===== config.mk =====
export PLATFORM = sky130hd
export DESIGN_NAME = led_color_spi_bit_encoder
export DESIGN_NICKNAME = d
export VERILOG_FILES = /design/src/rtl/core/lcsbe_pkg.sv /design/src/rtl/core/lcsbe_serializer.sv /design/src/rtl/core/led_color_spi_bit_encoder.sv
export SDC_FILE = /design/constraint.sdc
export NUM_CORES = 1
export LEC_CHECK = 0
export CAP_MARGIN = 20
export CORE_AREA = 2 2 85 87
export DETAILED_ROUTE_END_ITERATION = 10
export DIE_AREA = 0 0 87 89
export DONT_BUFFER_PORTS = 1
export PLACE_DENSITY = 0.82
export SETUP_SLACK_MARGIN = 0.1
export SLEW_MARGIN = 15
export SYNTH_ARGS = -nofsm -noshare
export SYNTH_HDL_FRONTEND = slang
export SYNTH_SLANG_ARGS = --single-unit

===== constraint.sdc =====
create_clock -name aclk -period 5.33 [get_ports aclk]
set_input_delay 0.533 -clock aclk [delete_from_list [all_inputs] [get_ports aclk]]
set_output_delay 0.533 -clock aclk [all_outputs]
set_load 0.01 [all_outputs]

===== src/rtl/core/lcsbe_pkg.sv =====
// lcsbe_pkg: shared types, constants and the color expansion function
// for the led color spi bit encoder. No dependencies.
package lcsbe_pkg;

    localparam int LEVEL_W      = 8;
    localparam int LED_TOTAL_W  = 11;
    localparam int PAD_W        = 5;
    localparam int POS_W        = 10;
    localparam int CFG_IDX_W    = 2;
    localparam int CFG_DATA_W   = 11;
    localparam int BYTE_IDX_W   = 4;
    localparam int EXP_W        = 24;

    localparam logic [LED_TOTAL_W-1:0] MAX_LEDS = 11'd1024;
    localparam logic [PAD_W-1:0]       MAX_PAD  = 5'd16;

    localparam logic [LED_TOTAL_W-1:0] LED_TOTAL_RESET = 11'd1;
    localparam logic [PAD_W-1:0]       PAD_COUNT_RESET = 5'd8;

    // register indexes of the configuration port
    localparam logic [CFG_IDX_W-1:0] REG_LED_TOTAL = 2'd0;
    localparam logic [CFG_IDX_W-1:0] REG_PAD_COUNT = 2'd1;

    // byte positions within one led: green 0..2, red 3..5, blue 6..8
    localparam logic [BYTE_IDX_W-1:0] BYTE_G0 = 4'd0;
    localparam logic [BYTE_IDX_W-1:0] BYTE_G1 = 4'd1;
    localparam logic [BYTE_IDX_W-1:0] BYTE_G2 = 4'd2;
    localparam logic [BYTE_IDX_W-1:0] BYTE_R0 = 4'd3;
    localparam logic [BYTE_IDX_W-1:0] BYTE_R1 = 4'd4;
    localparam logic [BYTE_IDX_W-1:0] BYTE_R2 = 4'd5;
    localparam logic [BYTE_IDX_W-1:0] BYTE_B0 = 4'd6;
    localparam logic [BYTE_IDX_W-1:0] BYTE_B1 = 4'd7;
    localparam logic [BYTE_IDX_W-1:0] BYTE_B2 = 4'd8;
    localparam logic [BYTE_IDX_W-1:0] BYTE_LAST = BYTE_B2;

    // one led transaction handed to the serializer
    typedef struct packed {
        logic [LEVEL_W-1:0] red;
        logic [LEVEL_W-1:0] green;
        logic [LEVEL_W-1:0] blue;
        logic [PAD_W-1:0]   pads;
        logic               closes;
    } led_job_t;

    // lsb first: data bit 0 lands in the top symbol, 1 -> 110, 0 -> 100
    function automatic logic [EXP_W-1:0] expand_level(input logic [LEVEL_W-1:0] level);
        logic [EXP_W-1:0] acc;
        acc = '0;
        for (int b = 0; b < LEVEL_W; b++) begin
            acc[EXP_W-1-3*b -: 3] = {1'b1, level[b], 1'b0};
        end
        return acc;
    endfunction

endpackage


===== src/rtl/core/lcsbe_serializer.sv =====
// lcsbe_serializer: emits padding bytes and the nine encoded bytes of one led,
// one byte per cycle unless stalled, via a registered output. Depends on lcsbe_pkg.
module lcsbe_serializer (
    input  logic                       aclk,
    input  logic                       aresetn,
    input  logic                       job_valid,
    input  lcsbe_pkg::led_job_t        job,
    output logic                       job_take,
    output logic                       m_valid,
    input  logic                       m_ready,
    output logic [7:0]                 m_spi_byte,
    output logic                       m_run_last,
    output logic                       m_frame_end
);

    logic                                 busy_reg, busy_next;
    logic [lcsbe_pkg::PAD_W-1:0]          pad_left_reg, pad_left_next;
    logic [lcsbe_pkg::BYTE_IDX_W-1:0]     idx_reg, idx_next;
    logic [lcsbe_pkg::LEVEL_W-1:0]        red_reg, green_reg, blue_reg;
    logic [lcsbe_pkg::LEVEL_W-1:0]        red_next, green_next, blue_next;
    logic                                 closes_reg, closes_next;

    logic       m_valid_reg, m_valid_next;
    logic [7:0] byte_reg, byte_next;
    logic       last_reg, last_next;
    logic       fend_reg, fend_next;

    logic                                 out_load;
    logic                                 emit;
    logic                                 in_pad;
    logic                                 finishing;
    logic [lcsbe_pkg::EXP_W-1:0]          g_exp, r_exp, b_exp;
    logic [7:0]                           color_byte;

    assign out_load  = !m_valid_reg || m_ready;
    assign emit      = busy_reg && out_load;
    assign in_pad    = (pad_left_reg != '0);
    assign finishing = emit && !in_pad && (idx_reg == lcsbe_pkg::BYTE_LAST);
    assign job_take  = job_valid && (!busy_reg || finishing);

    assign g_exp = lcsbe_pkg::expand_level(green_reg);
    assign r_exp = lcsbe_pkg::expand_level(red_reg);
    assign b_exp = lcsbe_pkg::expand_level(blue_reg);

    always_comb begin
        unique case (idx_reg)
            lcsbe_pkg::BYTE_G0: color_byte = g_exp[23:16];
            lcsbe_pkg::BYTE_G1: color_byte = g_exp[15:8];
            lcsbe_pkg::BYTE_G2: color_byte = g_exp[7:0];
            lcsbe_pkg::BYTE_R0: color_byte = r_exp[23:16];
            lcsbe_pkg::BYTE_R1: color_byte = r_exp[15:8];
            lcsbe_pkg::BYTE_R2: color_byte = r_exp[7:0];
            lcsbe_pkg::BYTE_B0: color_byte = b_exp[23:16];
            lcsbe_pkg::BYTE_B1: color_byte = b_exp[15:8];
            lcsbe_pkg::BYTE_B2: color_byte = b_exp[7:0];
            default:            color_byte = '0;
        endcase
    end

    always_comb begin
        busy_next     = busy_reg;
        pad_left_next = pad_left_reg;
        idx_next      = idx_reg;
        red_next      = red_reg;
        green_next    = green_reg;
        blue_next     = blue_reg;
        closes_next   = closes_reg;
        priority if (job_take) begin
            busy_next     = 1'b1;
            pad_left_next = job.pads;
            idx_next      = lcsbe_pkg::BYTE_G0;
            red_next      = job.red;
            green_next    = job.green;
            blue_next     = job.blue;
            closes_next   = job.closes;
        end else if (finishing) begin
            busy_next = 1'b0;
        end else if (emit) begin
            if (in_pad) begin
                pad_left_next = pad_left_reg - 1'b1;
            end else begin
                idx_next = idx_reg + 1'b1;
            end
        end else begin
            // idle or output stalled: hold
        end
    end

    always_comb begin
        m_valid_next = m_valid_reg;
        byte_next    = byte_reg;
        last_next    = last_reg;
        fend_next    = fend_reg;
        if (out_load) begin
            m_valid_next = emit;
            byte_next    = in_pad ? 8'd0 : color_byte;
            last_next    = !in_pad && (idx_reg == lcsbe_pkg::BYTE_LAST);
            fend_next    = !in_pad && (idx_reg == lcsbe_pkg::BYTE_LAST) && closes_reg;
        end
    end

    always_ff @(posedge aclk) begin
        if (!aresetn) begin
            busy_reg    <= 1'b0;
            m_valid_reg <= 1'b0;
        end else begin
            busy_reg    <= busy_next;
            m_valid_reg <= m_valid_next;
        end
        pad_left_reg <= pad_left_next;
        idx_reg      <= idx_next;
        red_reg      <= red_next;
        green_reg    <= green_next;
        blue_reg     <= blue_next;
        closes_reg   <= closes_next;
        byte_reg     <= byte_next;
        last_reg     <= last_next;
        fend_reg     <= fend_next;
    end

    assign m_valid     = m_valid_reg;
    assign m_spi_byte  = byte_reg;
    assign m_run_last  = last_reg;
    assign m_frame_end = fend_reg;

endmodule


===== src/rtl/core/led_color_spi_bit_encoder.sv =====
// led_color_spi_bit_encoder: top level; config registers, frame position,
// input buffer and the byte serializer. Depends on lcsbe_pkg, lcsbe_serializer.
//
//  channel   | handshake           | payload
//  ----------+---------------------+------------------------------------------
//  input     | s_valid / s_ready   | s_red_level, s_green_level, s_blue_level
//  result    | m_valid / m_ready   | m_spi_byte, m_run_last, m_frame_end
//  config    | cfg_we              | cfg_index, cfg_data
//
// Each led gives 9 output bytes, plus pad_count zero bytes (capped at 16)
// at frame start, at one byte per cycle from the output register while
// m_ready is high. The one-entry input buffer takes the next led while the
// current one is still being sent. An input led passes through the input
// buffer and the serializer's job registers into the output register. Reset
// clears the frame position and all valid flags; m_ready low simply holds the output byte.
module led_color_spi_bit_encoder (
    input  logic                                aclk,
    input  logic                                aresetn,
    input  logic                                cfg_we,
    input  logic [lcsbe_pkg::CFG_IDX_W-1:0]     cfg_index,
    input  logic [lcsbe_pkg::CFG_DATA_W-1:0]    cfg_data,
    input  logic                                s_valid,
    output logic                                s_ready,
    input  logic [7:0]                          s_red_level,
    input  logic [7:0]                          s_green_level,
    input  logic [7:0]                          s_blue_level,
    output logic                                m_valid,
    input  logic                                m_ready,
    output logic [7:0]                          m_spi_byte,
    output logic                                m_run_last,
    output logic                                m_frame_end
);

    logic [lcsbe_pkg::LED_TOTAL_W-1:0] led_total_reg;
    logic [lcsbe_pkg::PAD_W-1:0]       pad_count_reg;
    logic [lcsbe_pkg::POS_W-1:0]       pos_reg, pos_next;
    logic                              buf_valid_reg, buf_valid_next;
    lcsbe_pkg::led_job_t               buf_reg, buf_next;

    logic [lcsbe_pkg::LED_TOTAL_W-1:0] total_eff;
    logic [lcsbe_pkg::PAD_W-1:0]       pads_eff;
    logic [lcsbe_pkg::LED_TOTAL_W-1:0] pos_inc;
    logic                              closes;
    logic                              s_take;
    logic                              job_take;

    always_comb begin
        priority if (led_total_reg == '0) begin
            total_eff = lcsbe_pkg::LED_TOTAL_W'(1);
        end else if (led_total_reg > lcsbe_pkg::MAX_LEDS) begin
            total_eff = lcsbe_pkg::MAX_LEDS;
        end else begin
            total_eff = led_total_reg;
        end
    end

    assign pads_eff = (pad_count_reg > lcsbe_pkg::MAX_PAD) ? lcsbe_pkg::MAX_PAD
                                                           : pad_count_reg;
    assign pos_inc  = {1'b0, pos_reg} + 1'b1;
    // also closes the frame when the count was lowered below the position
    assign closes   = (pos_inc >= total_eff);

    assign s_ready = !buf_valid_reg;
    assign s_take  = s_valid && s_ready;

    always_comb begin
        pos_next       = pos_reg;
        buf_valid_next = buf_valid_reg;
        buf_next       = buf_reg;
        if (job_take) begin
            buf_valid_next = 1'b0;
        end
        if (s_take) begin
            buf_valid_next  = 1'b1;
            buf_next.red    = s_red_level;
            buf_next.green  = s_green_level;
            buf_next.blue   = s_blue_level;
            buf_next.pads   = (pos_reg == '0) ? pads_eff : '0;
            buf_next.closes = closes;
            pos_next        = closes ? '0 : pos_inc[lcsbe_pkg::POS_W-1:0];
        end
    end

    always_ff @(posedge aclk) begin
        if (!aresetn) begin
            led_total_reg <= lcsbe_pkg::LED_TOTAL_RESET;
            pad_count_reg <= lcsbe_pkg::PAD_COUNT_RESET;
            pos_reg       <= '0;
            buf_valid_reg <= 1'b0;
        end else begin
            if (cfg_we && cfg_index == lcsbe_pkg::REG_LED_TOTAL) begin
                led_total_reg <= cfg_data;
            end
            if (cfg_we && cfg_index == lcsbe_pkg::REG_PAD_COUNT) begin
                pad_count_reg <= cfg_data[lcsbe_pkg::PAD_W-1:0];
            end
            pos_reg       <= pos_next;
            buf_valid_reg <= buf_valid_next;
        end
        buf_reg <= buf_next;
    end

    lcsbe_serializer u_serializer (
        .aclk        (aclk),
        .aresetn     (aresetn),
        .job_valid   (buf_valid_reg),
        .job         (buf_reg),
        .job_take    (job_take),
        .m_valid     (m_valid),
        .m_ready     (m_ready),
        .m_spi_byte  (m_spi_byte),
        .m_run_last  (m_run_last),
        .m_frame_end (m_frame_end)
    );

endmodule


* Word level (Yosys, flattened, before mapping)
Index checks and enable logic that the tools add are counted.
** Word-level totals
- Word-level logic and storage cells :: 80
- Bits of input ports :: 42
- Output and inout bits :: 12
- Flip-flop bits (word level) :: 103
** Cells by class
- Add/sub/neg operators :: 3
- Magnitude comparators :: 3
- Multiplexer cells :: 13
- Reductions and logical operators :: 27
- Equality and inequality tests :: 10
- Bitwise logic cells :: 3
** Operators with widths (count)
- $pmux W8 S9 :: 1
- $mux W5 :: 5
- $mux W11 :: 2
- $eq A4 B3 Y1 const B :: 4
- $add A10 B1 Y11 const B :: 1
- $ge A11 B11 Y1 :: 1
- $gt A11 B11 Y1 const B :: 1
- $logic_not A11 Y1 :: 1
- $logic_not A10 Y1 :: 1
- $mux W10 :: 1
- $logic_and A1 B1 Y1 :: 9
- $eq A4 B2 Y1 const B :: 2
- $reduce_bool A2 Y1 :: 4
- $reduce_and A3 Y1 :: 2
- $gt A5 B5 Y1 const B :: 1
- $reduce_bool A5 Y1 :: 1
- $sub A5 B1 Y5 const B :: 1
- $add A4 B1 Y4 const B :: 1
- $eq A4 B1 Y1 const B :: 1
- $eq A4 B4 Y1 const B :: 1
- $logic_not A1 Y1 :: 4
- $logic_not A4 Y1 :: 1
- $mux W1 :: 4
- $not A1 Y1 :: 3
- 5 further kinds :: 6

* Logic depth before layout (Yosys ltp)
Gate-level depths: netlist (run 1).
- Depth in word-level cells :: 9
- Mapped depth :: 13
- Depth with buffers taken out :: 12

* By module
Synthesis (run 1) repeated with hierarchy kept, for this count alone.
** Second synthesis, totals
- Cell total of the unflattened synthesis :: 377
- Area, all modules :: 4538.1 µm²
** Modules (own cells, without submodules)
- led_color_spi_bit_encoder :: cells each 222, times used 1, area an instance 2512.4 µm², sequential area each 1441.4 µm²
- lcsbe_serializer :: cells each 155, times used 1, area an instance 2025.7 µm², sequential area each 1321.3 µm²

* Worst setup path after synthesis (run 1)
Ideal clock, no wire load.
- Path type :: register to register
- Start :: register pos_reg[0] (netlist name)
- End :: register pos_reg[7] (netlist name)
- Library setup time :: 88 ps
- Data arrival time :: 2363 ps
- Path buffers :: 1
- Stages on the path, launching flop included :: 14
- Required time :: 5242 ps
- Period minus slack after synthesis :: 2451 ps
- Setup slack :: 2879 ps
- Cell sequence :: dfxtp_1 ha_1 and3_1 buf_2 nand2_1 nor2_1 xnor2_1 inv_1 ha_1 a21oi_1 o21ai_0 a21oi_2 nand2_1 o31ai_1
** Between the ends
- Word-level cells in the longest chain between the ends :: 3
** Ends and longest elaborated chain
- from (decl) :: line led_color_spi_bit_encoder.sv:36 : logic [lcsbe_pkg::POS_W-1:0] pos_reg, pos_next;
- from (signal assigned) :: line led_color_spi_bit_encoder.sv:97 : pos_reg <= pos_next;
- $add A10 B1 Y11 :: line led_color_spi_bit_encoder.sv:59 : assign pos_inc = {1'b0, pos_reg} + 1'b1;
- $ge A11 B11 Y1 :: line led_color_spi_bit_encoder.sv:61 : assign closes = (pos_inc >= total_eff);
- named net closes :: line led_color_spi_bit_encoder.sv:43 : logic closes;
- $mux W10 :: line led_color_spi_bit_encoder.sv:80 : pos_next = closes ? '0 : pos_inc[lcsbe_pkg::POS_W-1:0];
The timed path passes the listed nets, and every way through them passes these cells.
A chain may end at the register's enable or synchronous reset.

* Worst setup path after layout (run 1)
Same ends and word-level chain as after synthesis.

==> results of run 1 <==
## synth_stat cells, types with 2 or more instances
| library cell | n | area share |
|---|---|---|
| sky130_fd_sc_hd__nand2_1 | 38 | 0.032 |
| sky130_fd_sc_hd__a211oi_1 | 2 | 0.0033 |
| sky130_fd_sc_hd__a31oi_1 | 5 | 0.0070 |
| sky130_fd_sc_hd__o31ai_1 | 3 | 0.0050 |
| sky130_fd_sc_hd__nand3_1 | 11 | 0.012 |
| sky130_fd_sc_hd__a32oi_1 | 3 | 0.0058 |
| sky130_fd_sc_hd__and3_1 | 6 | 0.0083 |
| sky130_fd_sc_hd__buf_2 | 8 | 0.0089 |
| sky130_fd_sc_hd__nand2b_1 | 3 | 0.0042 |
| sky130_fd_sc_hd__a21oi_1 | 21 | 0.023 |
| sky130_fd_sc_hd__dfxtp_1 | 33 | 0.15 |
| sky130_fd_sc_hd__nor3_1 | 5 | 0.0056 |
| sky130_fd_sc_hd__ha_1 | 18 | 0.050 |
| sky130_fd_sc_hd__buf_6 | 2 | 0.0050 |
| sky130_fd_sc_hd__clkbuf_1 | 7 | 0.0058 |
| sky130_fd_sc_hd__inv_1 | 19 | 0.016 |
| sky130_fd_sc_hd__xor2_1 | 5 | 0.0097 |
| sky130_fd_sc_hd__o21ai_0 | 15 | 0.017 |
| sky130_fd_sc_hd__edfxtp_1 | 70 | 0.47 |
| sky130_fd_sc_hd__nor2b_1 | 3 | 0.0042 |
| sky130_fd_sc_hd__mux2i_1 | 15 | 0.033 |
| sky130_fd_sc_hd__nand3b_1 | 3 | 0.0050 |
| sky130_fd_sc_hd__o211ai_1 | 3 | 0.0050 |
| sky130_fd_sc_hd__nor4_1 | 4 | 0.0056 |
| sky130_fd_sc_hd__xnor2_1 | 8 | 0.016 |
| sky130_fd_sc_hd__a22oi_1 | 5 | 0.0083 |
| sky130_fd_sc_hd__and3_2 | 2 | 0.0033 |
| sky130_fd_sc_hd__nand4_1 | 5 | 0.0070 |
| sky130_fd_sc_hd__nor2_1 | 31 | 0.026 |
| sky130_fd_sc_hd__o21a_1 | 5 | 0.0083 |
## power breakdown
group / internal (W) / switching, W
Clock: 0.000185 / 0.000293
Combinational: 0.0000379 / 0.0000695
Sequential: 0.000903 / 0.0000235
Total: 0.00113 / 0.000386
## final cells by class
| type | instances | area share |
|---|---|---|
| Tap cell | 80 | 0.02118 |
| Clock buffer | 9 | 0.02621 |
| Timing Repair Buffer | 3 | 0.009002 |
| Clock inverter | 7 | 0.01430 |
| Sequential cell | 103 | 0.5846 |
| Multi-Input combinational cell | 236 | 0.3288 |
| Inverter | 20 | 0.01589 |
## layout by cell type (no fill, tap or decap), types with 9 or more instances in the layout
cell                        n
sky130_fd_sc_hd__a21oi_1   21
sky130_fd_sc_hd__edfxtp_1  70
sky130_fd_sc_hd__nand3_1   11
sky130_fd_sc_hd__inv_1     19
sky130_fd_sc_hd__o21ai_0   15
sky130_fd_sc_hd__clkbuf_8   9
sky130_fd_sc_hd__nor2_1    31
sky130_fd_sc_hd__nand2_1   38
sky130_fd_sc_hd__dfxtp_1   33
sky130_fd_sc_hd__ha_1      18
sky130_fd_sc_hd__mux2i_1   15
## routing by layer
metal | GRT usage | routed length (um)
met4 | 0.06676 | 155
met5 | 0 | 0
met1 | 0.2919 | 3469
met3 | 0.06187 | 487
met2 | 0.3213 | 3690
## cells by family (layout without fill, tap and decap cells)
kind of cell / after synthesis / after routing / synth area share
buffers and inverters: 39 / 39 / 0.04033
adders and majority gates: 18 / 18 / 0.05007
AOI/OAI and AO/OA: 67 / 67 / 0.09374
xor gates and xnor gates: 13 / 13 / 0.02531
muxes: 16 / 16 / 0.03588
DFF: 103 / 103 / 0.6142
and+or+nand+nor: 122 / 122 / 0.1405
## through the flow
| stage | cells | instance area [um2] |
|---|---|---|
| 2_1_floorplan | 378 | 4498 |
| 3_3_place_gp | 440 | 4499 |
| 3_5_place_dp | 440 | 4499 |
| 4_1_cts | 456 | 4691 |
| 5_1_grt | 458 | 4726 |
| 6_report | 458 | 4726 |
## worst paths after layout
check / startpoint / end
setup / recovery: pos_reg[0] / pos_reg[7]
hold / removal: aresetn / pad_count_reg[3]
setup reg to reg: pos_reg[0] / pos_reg[7]
hold reg to reg: buf_reg[10] / u_serializer.blue_reg[4]
==> results.json, run 1 <==
{
  "run_status": "completed",
  "vias": 2821,
  "cts_buffer_depth": 2,
  "antennaDiodeCount": 0,
  "clk_latency_ns": 0.38,
  "hold_viol": 0,
  "timing_max_transition_violations_final": 0,
  "crit_path_cell_trace": "ha_1 > and3_1 > nand2_1 > nor2_1 > xnor2_1 > inv_1 > ha_1 > a21oi_1 > o21ai_0 > a21oi_2 > nand2_1 > o31ai_1",
  "core_region_area_um2": 6719,
  "min_period_over_period": 0.5618,
  "final_antenna_net_count": 0,
  "worst_slew_margin_rel": 0.4695,
  "worst-r2r-cell-count": 12,
  "number_of_synthesized_flops_with_an_enable_pin": 70,
  "fin_total_pwr_w": 0.001512,
  "seqCellArea_um2": 2763,
  "worstSetupPathDepth": 12,
  "tritoncts": "done",
  "worst_ir_drop_vdd_mv": 0.1997,
  "fp.dieW_um": 87,
  "worst_path_largest_cell_delay_ns": 0.43,
  "most_common_flop_cell_mapped_by_yosys": "sky130_fd_sc_hd__edfxtp_1",
  "drtIter0Drc": 163,
  "cts_resized": 0,
  "timing.final.ws_setup_ns": 2.335,
  "boundaryPins": 54,
  "worst-r2r-setup-slack_ns": 2.34,
  "worst_setup_timing_slack_at_the_placement_stage_ns": 2.384,
  "setup_viol": 0,
  "grt_first_pass_wirelength_um": 12300,
  "largest_net_degree_at_the_start_of_global_routing": 40,
  "power.static_leakage_nw": 1.765,
  "synth_seq_area_share": 0.6142,
  "syn-cell-area_um2": 4498,
  "dieHeight_um": 89,
  "rsz0062_at_grt": "false",
  "critical-path-top-delay-family": "compound AO/OA/AOI/OAI gates",
  "async_flop_share": 0,
  "globalRouteTotalUtil": 0.2097,
  "routabilityCongestion": 0.8514,
  "min_path_type": "input pin to flip-flop",
  "firstDrtPassIters": 5,
  "min_period_ns": 2.995,
  "crit_buf_inv": 1,
  "cts_inserted_buffers": 9,
  "clkSlewWorstSetupHoldPaths_ns": 0.11,
  "ctsHtreeMaxLevel": 3,
  "finish.utilization": 0.7034,
  "final_layout_size_suffix_gt1_frac": 0.07672,
  "worst-endpoint-required_ns": 5.63,
  "synth.yosys.warnings": 0,
  "synth_nets": 438,
  "multi_input_comb_area_um2": 1554,
  "num_rows": 30,
  "synth.ff_latch_count": 103,
  "post-cts-setup-buffer-count": 0,
  "yosysUniqueCellTypes": 50,
  "drt-vias-per-instance": 6.159,
  "die_area_um2": 7743,
  "avgSynthCellArea_um2": 11.90,
  "maxClockFrequency_ghz": 0.3339,
  "cts.root.buffer_cell": "sky130_fd_sc_hd__clkbuf_8",
  "drv_cap": 0,
  "post-dp-hpwl_um": 5307,
  "power_density_nw_per_um2": 319.9,
  "worst_setup_path_category": "flip-flop to flip-flop",
  "wire_per_inst_um": 17.04,
  "worstPathMaxFanout": 9,
  "worstSetupStartpointType": "flip-flop",
  "layout.nets": 433,
  "syn-instance-count": 378,
  "whs_ns": 0.2225,
  "largest_register_ff_count": 30,
  "worstMarginPinSlew_ns": 0.7946,
  "holdPathStages": 1,
  "clock_sinks": 103,
  "antenna_found_initial": 0,
  "critPathSlowestCell": "sky130_fd_sc_hd__dfxtp_1",
  "worst-endpoint-arrival_ns": 3.30,
  "buffer_ports.inserted": 0,
  "clock_skew_ns": 0.01228,
  "initial_utilization": 0.6695,
  "drt_wl_total_um": 7803,
  "finalSetupTns_ns": 0,
  "fillCellCount": 439,
  "drc": 0,
  "first_global_vias": 2597,
  "cp_capture_type": "flip-flop",
  "synthToLayoutAreaGrowth_pct": 5.063,
  "grt_remaining_overflow": 0,
  "postCtsHoldBufs": 0
}
Note: power is estimated with default switching activity, not from simulation.
==> run 2, diff against run 1 <==
--- a/config.mk
+++ b/config.mk
@@ -6,11 +6,11 @@
 export NUM_CORES = 1
 export LEC_CHECK = 0
 export CAP_MARGIN = 20
-export CORE_AREA = 2 2 85 87
+export CORE_AREA = 2 2 92 94
 export DETAILED_ROUTE_END_ITERATION = 10
-export DIE_AREA = 0 0 87 89
+export DIE_AREA = 0 0 94 96
 export DONT_BUFFER_PORTS = 1
-export PLACE_DENSITY = 0.82
+export PLACE_DENSITY = 0.74
 export SETUP_SLACK_MARGIN = 0.1
 export SLEW_MARGIN = 15
 export SYNTH_ARGS = -nofsm -noshare
==> constraint.sdc (replaced) <==
create_clock -name aclk -period 2.5 [get_ports aclk]
set_input_delay 0.25 -clock aclk [delete_from_list [all_inputs] [get_ports aclk]]
set_output_delay 0.25 -clock aclk [all_outputs]
set_load 0.01 [all_outputs]
==> run 2 against run 1 <==
Against the previous run: global-route usage decreased by 2.2 points; clock-buffer cell count unchanged; die area increased by 17%; maximum frequency increased by 27%; setup slack got worse by 2.2 ns; clock power increased by 120%; critical path depth decreased by 1; non-clock buffer count increased by 47; design area increased by 11%; total power increased by 120%; combinational power increased to 2.7 times the previous value; largest cell class unchanged.
==> results.json, run 2 (synthesized netlist as in run 1, its figures left out) <==
{
  "run_status": "completed",
  "drtIter0Drc": 192,
  "timing_max_transition_violations_final": 0,
  "min_period_over_period": 0.9401,
  "drc": 0,
  "drv_cap": 0,
  "wire_per_inst_um": 15.73,
  "postPlaceCellArea_um2": 4676,
  "cp_capture_type": "flip-flop",
  "num_rows": 33,
  "worstSetupStartpointType": "flip-flop",
  "worstMarginPinSlew_ns": 0.6169,
  "worst_ir_drop_vdd_mv": 0.3050,
  "vias": 2917,
  "core_region_area_um2": 8051,
  "clock_sinks": 103,
  "cts.root.buffer_cell": "sky130_fd_sc_hd__clkbuf_8",
  "min_path_type": "input pin to flip-flop",
  "power.static_leakage_nw": 1.990,
  "antenna_found_initial": 0,
  "post-dp-hpwl_um": 5458,
  "drt-vias-per-instance": 5.504,
  "instances_no_fill": 530,
  "cts_inserted_buffers": 9,
  "firstDrtPassIters": 4,
  "grt_remaining_overflow": 0,
  "boundaryPins": 54,
  "cts_buffer_depth": 2,
  "worst_setup_path_category": "flip-flop to flip-flop",
  "min_period_ns": 2.350,
  "crit_path_cell_trace": "and3_1 > nand3_1 > nor3_2 > xnor2_1 > inv_1 > ha_1 > nand4_1 > nor3_2 > a21oi_2 > nand2_1 > o31ai_1",
  "seqCellArea_um2": 2770,
  "finish.utilization": 0.6505,
  "tritoncts": "done",
  "critPathSlowestCell": "sky130_fd_sc_hd__dfxtp_2",
  "maxClockFrequency_ghz": 0.4255,
  "timing.rr.end": "pos_reg[7]",
  "worst_path_largest_cell_delay_ns": 0.38,
  "clk_latency_ns": 0.36,
  "clock_skew_ns": 0.01089,
  "dieHeight_um": 96,
  "final_antenna_net_count": 0,
  "worst-r2r-setup-slack_ns": 0.15,
  "buffer_ports.inserted": 0,
  "worst-endpoint-arrival_ns": 2.63,
  "global_route.usage.met1": 0.2555,
  "critical_path.most_common_cell": "sky130_fd_sc_hd__nor3_2",
  "largest_net_degree_at_the_start_of_global_routing": 33,
  "finalSetupTns_ns": 0,
  "multi_input_comb_area_um2": 1612,
  "regToRegStartpoint": "pos_reg[3]",
  "worst-r2r-cell-count": 11,
  "power_density_nw_per_um2": 629.5,
  "initial_utilization": 0.5587,
  "setup_viol": 0,
  "synthToLayoutAreaGrowth_pct": 16.44,
  "first_global_vias": 2673,
  "ctsHtreeMaxLevel": 3,
  "largest_register_ff_count": 30,
  "fp.dieW_um": 94,
  "global_route.usage.met2": 0.3006,
  "clkSlewWorstSetupHoldPaths_ns": 0.10,
  "timing.hold.worst_endpoint": "led_total_reg[10]",
  "die_area_um2": 9024,
  "rsz0062_at_grt": "true",
  "globalRouteTotalUtil": 0.1878,
  "final_design_area_no_fill_um2": 5238,
  "worstPathMaxFanout": 5,
  "timing.hold.worst.start": "cfg_data[10]",
  "fillCellCount": 614,
  "grt-busiest-layer": "met2",
  "antennaDiodeCount": 0,
  "hold_viol": 0,
  "layout.nets": 480,
  "drt_wl_total_um": 8337,
  "layout.cells.most_common_list": "sky130_fd_sc_hd__edfxtp_1 (70), sky130_fd_sc_hd__nand2_1 (37), sky130_fd_sc_hd__nor2_1 (30)",
  "worst_slew_margin_rel": 0.5849,
  "fin_total_pwr_w": 0.003297,
  "grt_first_pass_wirelength_um": 12920,
  "mostFrequentLayoutCell": "sky130_fd_sc_hd__edfxtp_1",
  "final_layout_size_suffix_gt1_frac": 0.1529,
  "holdPathStages": 2,
  "dp.cells": 482,
  "worst-endpoint-required_ns": 2.78,
  "routabilityCongestion": 0.8122,
  "global_route_met3_utilization": 0.03915
}
==> run 2: cell count changes in the layout (fill, tap and decap cells not counted), moves of 2 or more <==
cell | before | now
sky130_fd_sc_hd__dlygate4sd3_1 | 0 | 26
sky130_fd_sc_hd__buf_4 | 2 | 23
sky130_fd_sc_hd__inv_6 | 3 | 0
sky130_fd_sc_hd__o21ai_1 | 0 | 3
sky130_fd_sc_hd__ha_1 | 18 | 16
sky130_fd_sc_hd__clkinv_2 | 0 | 3
sky130_fd_sc_hd__o21ai_0 | 15 | 12
sky130_fd_sc_hd__inv_8 | 3 | 1
sky130_fd_sc_hd__dfxtp_1 | 33 | 29
sky130_fd_sc_hd__dfxtp_2 | 0 | 3
==> run 2: power by group <==
group / switching [W] / total, W / internal [W] / leakage [nW]
sequential: 0.0000459 / 0.00197 / 0.00192 / 0.957
clock: 0.000567 / 0.00103 / 0.000466 / 0.101
combinational: 0.000165 / 0.000293 / 0.000129 / 0.931
==> run 2: worst max-delay path by stage <==
stage / startpoint / endpoint / slack [ns] / cells past startpoint
after global placement: pos_reg[1] / pos_reg[7] / 0.06 / 12
after detailed placement: pos_reg[1] / pos_reg[9] / -0.04 / 12
after global routing: pos_reg[2] / pos_reg[7] / -0.01 / 11
after CTS: pos_reg[1] / pos_reg[4] / 0.12 / 13
after floorplan: pos_reg[0] / pos_reg[7] / 0.11 / 13
final: pos_reg[3] / pos_reg[7] / 0.15 / 11
==> run 2: through the flow <==
stage,hold WS (ns),setup WS [ns]
floorplan,0.3489,0.1116
global placement,0.3133,0.06387
detailed placement,0.3187,-0.04033
CTS,0.006360,0.1178
global route,0.02715,-0.01079
finish,0.03100,0.1497
==> run 2: layout make-up <==
cell class                 count  area share
multi-input combinational    236      0.3077
clock buffer                   9     0.02365
timing repair buffer          50     0.08648
sequential                   103      0.5289
tap                          105     0.02508
inverter                      20     0.01433
clock inverter                 7     0.01386
==> run 2: repair_timing <==
item / 4_1_cts / 5_1_grt
setup endpoints to repair: 10 / 11
setup buffers: 4 / 2
resized for setup: 0 / 16
hold buffers: 26 / 0
pin swaps: 0 / 4
endpoints found under the hold margin: 26 / 0
==> run 2: critical path: cells and delay by family, from the launching register on <==
kind,cells,cell delay (ns)
simple gates,6,0.83
compound gates,2,0.45
flops,1,0.38
fa+ha+maj,1,0.32
xor+xnor,1,0.20
buf+inv,1,0.08
==> run 2: metal layers <==
layer	up-vias	wire, um
met5	-	0
met4	0	114
met3	9	418
met2	83	3930
met1	1370	3874
li1	1455	-
